<file path="config.mk">
export PLATFORM = sky130hd
export DESIGN_NAME = lzrd_ctrl
export DESIGN_NICKNAME = d
export VERILOG_FILES = /design/src/rtl/lzrd_pkg.sv /design/src/rtl/lzrd_ctrl.sv
export SDC_FILE = /design/constraint.sdc
export NUM_CORES = 1
export LEC_CHECK = 0
export BUFFER_PORTS_ARGS = -buffer_cell sky130_fd_sc_hd__buf_2
export CAP_MARGIN = 20
export CORE_AREA = 8 8 45 47
export DETAILED_ROUTE_END_ITERATION = 6
export DIE_AREA = 0 0 53 55
export GPL_TIMING_DRIVEN = 0
export PLACE_DENSITY = 0.42
export SYNTH_ARGS = -nofsm -noshare
export SYNTH_HDL_FRONTEND = slang
export SYNTH_SLANG_ARGS = --single-unit
</file>
<file path="constraint.sdc">
create_clock -name clk -period 2.5 [get_ports clk]
set_clock_uncertainty 0.15 [all_clocks]
set_input_delay 0.25 -clock clk [delete_from_list [all_inputs] [get_ports clk]]
set_output_delay 0.25 -clock clk [all_outputs]
set_load 0.05 [all_outputs]
</file>
<file path="src/rtl/lzrd_pkg.sv">
// shared constants and controller/datapath interface types for the lzss ring decompressor
// no dependencies
`default_nettype none

package lzrd_pkg;

  localparam int RING_DEPTH_DEF = 4096;
  localparam int RING_START     = 'hFEE;
  localparam logic [7:0] RING_FILL   = 8'h20;
  localparam logic [3:0] HDR_BYTES   = 4'd8;
  localparam logic [3:0] FLAG_BITS   = 4'd8;
  localparam logic [4:0] REF_MIN_LEN = 5'd3;

  // what an accepted stream byte means in the current decoder state
  typedef enum logic [2:0] {
    K_HDR,
    K_SKIP,
    K_FLAG,
    K_LOW,
    K_LIT,
    K_REF
  } kind_t;

  typedef struct packed {
    logic accept;
    logic lit_emit;
    logic rd_issue;
    logic copy_emit;
    logic end_emit;
    logic run_end;
  } dp_cmd_t;

  typedef struct packed {
    kind_t kind;
    logic  out_free;
    logic  copy_last;
  } dp_sts_t;

endpackage

`default_nettype wire

</file>
<file path="src/rtl/lzrd_ctrl.sv">
// controller state machine: sequences accept, literal, reference copy and end marker
// depends on lzrd_pkg
`default_nettype none

module lzrd_ctrl (
  input  wire logic              clk,
  input  wire logic              rst_n,
  input  wire logic              in_valid,
  input  wire logic              in_last_byte,
  output logic                   in_stall,
  input  wire lzrd_pkg::dp_sts_t sts,
  output lzrd_pkg::dp_cmd_t      cmd
);
  import lzrd_pkg::*;

  typedef enum logic [2:0] {
    S_IDLE,
    S_LIT,
    S_RD,
    S_WR,
    S_END
  } state_t;

  state_t state_r, state_nxt;
  logic   last_r, last_nxt;

  assign in_stall = (state_r != S_IDLE);

  always_comb begin
    state_nxt = state_r;
    last_nxt  = last_r;
    cmd       = '0;
    cmd.run_end = !last_r;

    unique case (state_r)
      S_IDLE: begin
        if (in_valid) begin
          cmd.accept = 1'b1;
          last_nxt   = in_last_byte;
          unique case (sts.kind)
            K_LIT:   state_nxt = S_LIT;
            K_REF:   state_nxt = S_RD;
            default: state_nxt = in_last_byte ? S_END : S_IDLE;
          endcase
        end
      end
      S_LIT: begin
        if (sts.out_free) begin
          cmd.lit_emit = 1'b1;
          state_nxt    = last_r ? S_END : S_IDLE;
        end
      end
      S_RD: begin
        cmd.rd_issue = 1'b1;
        state_nxt    = S_WR;
      end
      S_WR: begin
        // ring data held in the read register until the output slot frees up
        if (sts.out_free) begin
          cmd.copy_emit = 1'b1;
          if (sts.copy_last) begin
            state_nxt = last_r ? S_END : S_IDLE;
          end else begin
            state_nxt = S_RD;
          end
        end
      end
      S_END: begin
        if (sts.out_free) begin
          cmd.end_emit = 1'b1;
          last_nxt     = 1'b0;
          state_nxt    = S_IDLE;
        end
      end
      default: state_nxt = S_IDLE;
    endcase
  end

  always_ff @(posedge clk) begin
    if (!rst_n) begin
      state_r <= S_IDLE;
      last_r  <= 1'b0;
    end else begin
      state_r <= state_nxt;
      last_r  <= last_nxt;
    end
  end

  a_wr_holds: assert property (@(posedge clk) disable iff (!rst_n)
    (state_r == S_WR && !sts.out_free) |=> (state_r == S_WR))
    else $error("copy byte dropped while output stalled");

  a_end_to_idle: assert property (@(posedge clk) disable iff (!rst_n)
    (state_r == S_END && sts.out_free) |=> (state_r == S_IDLE && !last_r))
    else $error("stream end did not return to idle");

endmodule

`default_nettype wire
</file>
# After elaboration in Yosys (flattened, before gate mapping)
# Cells that the tools add are included.
# totals
register_bits	4
in_bits	9
output_inout_bits	7
elab_cells	37
# classes
n_eq_ne	10
n_mux	19
n_reduce_logical	6
# op_table
op	count
3-bit 2-to-1 mux	7
3-bit one-hot mux with 5 select lines	1
3-bit equality test, second input constant	3
1-bit 2-to-1 mux	9
2-bit inequality test, second input constant	4
3-bit by 2-bit equality test with 1-bit output, second input constant	2
3-bit one-hot mux with 2 select lines	1
4-bit AND reduction	1
3-bit by 1-bit equality test with 1-bit output, second input constant	1
3-bit zero test	1
3-bit AND reduction	1
3-bit nonzero test	1
1-bit one-hot mux with 2 select lines	1
2-bit nonzero test	1
1-bit zero test	1

# Logic depth before layout (Yosys ltp)
# depth
word_depth	4
depth_mapped	3
ltp_nobuf	3

# Least setup slack after synthesis
# Ideal clock, no wire load.
# synth_path
path_kind	reg2out
from	register state_r[0]
to	output port cmd[4] (netlist name)
arrival_ps	1294
t_required_ps	2100
path_slack_ps	806
path_stages_with_launch	4
n_path_buf	0
cell_sequence	dfxtp_1 and2b_2 nand2_1 nor2_1
# synth_lines
element	line_no	source
start: declaration	lzrd_ctrl.sv:24	state_t state_r, state_nxt;
start signal: assignment	lzrd_ctrl.sv:84	state_r <= state_nxt;
end: declaration	lzrd_ctrl.sv:12	output lzrd_pkg::dp_cmd_t cmd

==> impl_metrics.csv <==
group,metric,value,unit
cells_and_area,postLayoutCellArea,422.9,µm²
clock_tree,ctsResizeCount,0,
power_and_ir_drop,clock_power_share,0.362,
power_and_ir_drop,power_switching,75.21,µW
cells_and_area,antenna_cells,0,
place,dp_hpwl,710.7,µm
clock_tree,ctsHoldBuffers,0,
clock_tree,cts_buffers,3,
timing,worst_pin_slew,0.3119,ns
place,place_area,400.4,µm²
power_and_ir_drop,pwr-share-comb,0.296,
place,place_congestion,0.7171,
clock_tree,clock_sinks,4,
timing,slew_viol_final,0,
setup_path,crit_arrival,1.44,ns
grt,grt_use_total,0.06991,
cells_and_area,final_util,0.3056,
floorplan,row_count,14,
clock_tree,clock_latency,0.23,ns
flow_run,drv_cap,0,
power_and_ir_drop,power_density,515.7,mW/mm²
yosys,yosys_warnings,0,
cells_and_area,fin_nets,66,
run_status,outcome,"complete, no violations",
setup_path,cp-end-kind,"primary output",
timing,setup_viol,0,
yosys,synth-seq-cells,4,
yosys,synth.distinct_cells,25,
floorplan,initial_utilization,0.2206,
floorplan,die_area,0.002915,mm²
yosys,syn_avg_cell_area,8.251,µm²
setup_path,crit_type,"flip-flop to primary output",
clock_tree,clock_path_buffers,2,
setup_path,cp-start-kind,"flip-flop",
grt,grt_pass1_wl,1442,µm
floorplan,fp.coreArea,0.001384,mm²
route,totalWireLength,902,µm
timing,period_needed,1.844,ns
grt,antenna_found_initial,0,
route,wl_per_cell,12.70,µm
route,first_iter_violations,11,
yosys,syn_inst,37,
route,vias,344,
timing,hold_violations,0,
yosys,ys_seq_area_frac,0.2623,
power_and_ir_drop,seq_power_share,0.342,
timing,min_period_over_period,0.7378,
cells_and_area,synthToLayoutAreaGrowth,38.52,%
hold_path,hold_class,"input pin to flip-flop",
route,drtPass1Iterations,2,
power_and_ir_drop,p_int,142.9,µW
cells_and_area,instances_no_fill,71,
timing,fmax,542.2,MHz
cells_and_area,drive_above_1_share,0.4727,
power_and_ir_drop,p_leak,0.1965,nW
place,placed_cells,68,
route,ant_nets,0,
timing,rsz0062_at_grt,"no",
place,port_buffers,15,
grt,grt_max_degree,10,
timing,relSlewSlack,0.7918,
clock_tree,htree_levels,1,
grt,grt-ovfl-total,0,
floorplan,io_pins,16,
floorplan,die_h,55,µm
clock_tree,post-cts-setup-buffers,0,
floorplan,die_x,53,µm
clock_tree,cts_root_buf,"clkbuf_4",
setup_path,rrSetupSlack,1.17,ns
route,drcViolationCount,0,
yosys,synth_nets,46,
clock_tree,clk_pin_slew,0.04,ns
timing,tns,0,ns
route,vias_per_cell,4.845,
power_and_ir_drop,ir_drop,0.2271,mV
clock_tree,cts_tree,"built",
setup_path,required,2.10,ns
yosys,syn-cell-area,305.3,µm²
setup_path,cp_max_fo,9,
power_and_ir_drop,swShare,0.3448,
grt,first_global_vias,328,
==> metal layers <==
layer  share of wire  wire (µm)  GRT usage  vias up
li1                -          -          -      178
met1            0.49        440    0.08801      154
met2            0.43        386    0.08398       12
met3           0.083         75    0.04011        0
met4               0          0    0.05172        0
met5               0          0          0        -
==> Yosys cell counts, drive strengths merged <==
cell     n  area [µm²]
a32oi    2       17.52
inv      4       15.02
or2b     1       7.510
and2b    1       8.760
and2     1       6.260
nor3     2       15.01
nor4     1       6.260
and3b    2       18.77
and3     3       28.78
dfxtp    4       80.08
nand2b   2       12.51
o2111ai  1       8.760
o31a     1       8.760
nand4b   2       17.52
o21ai    2       10.00
o31ai    1       12.51
nor2     2       7.510
or3      1       6.260
nand4    1       6.260
nand2    3       11.26
==> power by group through the flow <==
stage / Sequential [mW] / Combinational, mW / Clock [mW]
after floorplan: 0.0734 / 0.0458 / 0
after global placement: 0.0756 / 0.0652 / 0
after detailed placement: 0.0754 / 0.0652 / 0
after CTS: 0.0744 / 0.0654 / 0.0848
after global routing: 0.0754 / 0.0694 / 0.0935
final: 0.0745 / 0.0646 / 0.0790
==> final cells by class <==
cell class	instances	area, µm²
timing repair buffer	15	75.07
tap	16	20.02
fill	155	960.9
sequential	4	80.08
multi-input combinational	29	210.2
clock buffer	3	22.52
inverter	4	15.01
==> worst paths after layout <==
kind,from,to,cells past startpoint
hold / removal,rst_n,state_r[0]$_SDFFE_PN0P_,2
hold reg to reg,last_r$_SDFFE_PN0P_,last_r$_SDFFE_PN0P_,2
setup / recovery,state_r[1]$_SDFFE_PN0P_,cmd[5],3
setup reg to reg,state_r[1]$_SDFFE_PN0P_,state_r[1]$_SDFFE_PN0P_,3
==> metrics by stage <==
step	worst slack [ns]	power, mW	hold slack [ns]
2_1_floorplan	0.8062	0.1192	0.2279
3_3_place_gp	0.8909	0.1408	0.3403
3_5_place_dp	0.8940	0.1406	0.3410
4_1_cts	0.6314	0.2246	0.1442
5_1_grt	0.5473	0.2383	0.1561
6_report	0.6555	0.2181	0.1519
==> critical path, stage by stage (launching register included) <==
cell,delay [ns]
dfxtp_1,0.39
nor3_2,0.34
and2_1,0.21
buf_2,0.27
==> sequential cells by signal (all words and copies together) (netlist names) <==
| name | flops |
|---|---|
| state_r | 3 |
| last_r | 1 |
==> placed cells by master (no fill, tap or decap), drive strengths merged <==
cell type	n
nor4	1
or2b	1
inv	4
o31ai	1
a32oi	2
or3	1
o2111ai	1
nand2b	2
nor3	2
dfxtp	4
nand4b	2
clkbuf	3
nand2	3
nand4	1
and3	3
and3b	2
o21ai	2
o31a	1
nor2	2
and2	1
and2b	1
buf	15
==> cell families (layout without fill, tap and decap cells) <==
logic type | Yosys count | count (layout) | share of synthesized area
DFF | 4 | 4 | 0.2623
AOI/OAI and AO/OA | 7 | 7 | 0.1885
buffers and inverters | 4 | 22 | 0.04920
and+or+nand+nor | 22 | 22 | 0.5001
(Power assumes the default switching activity.)
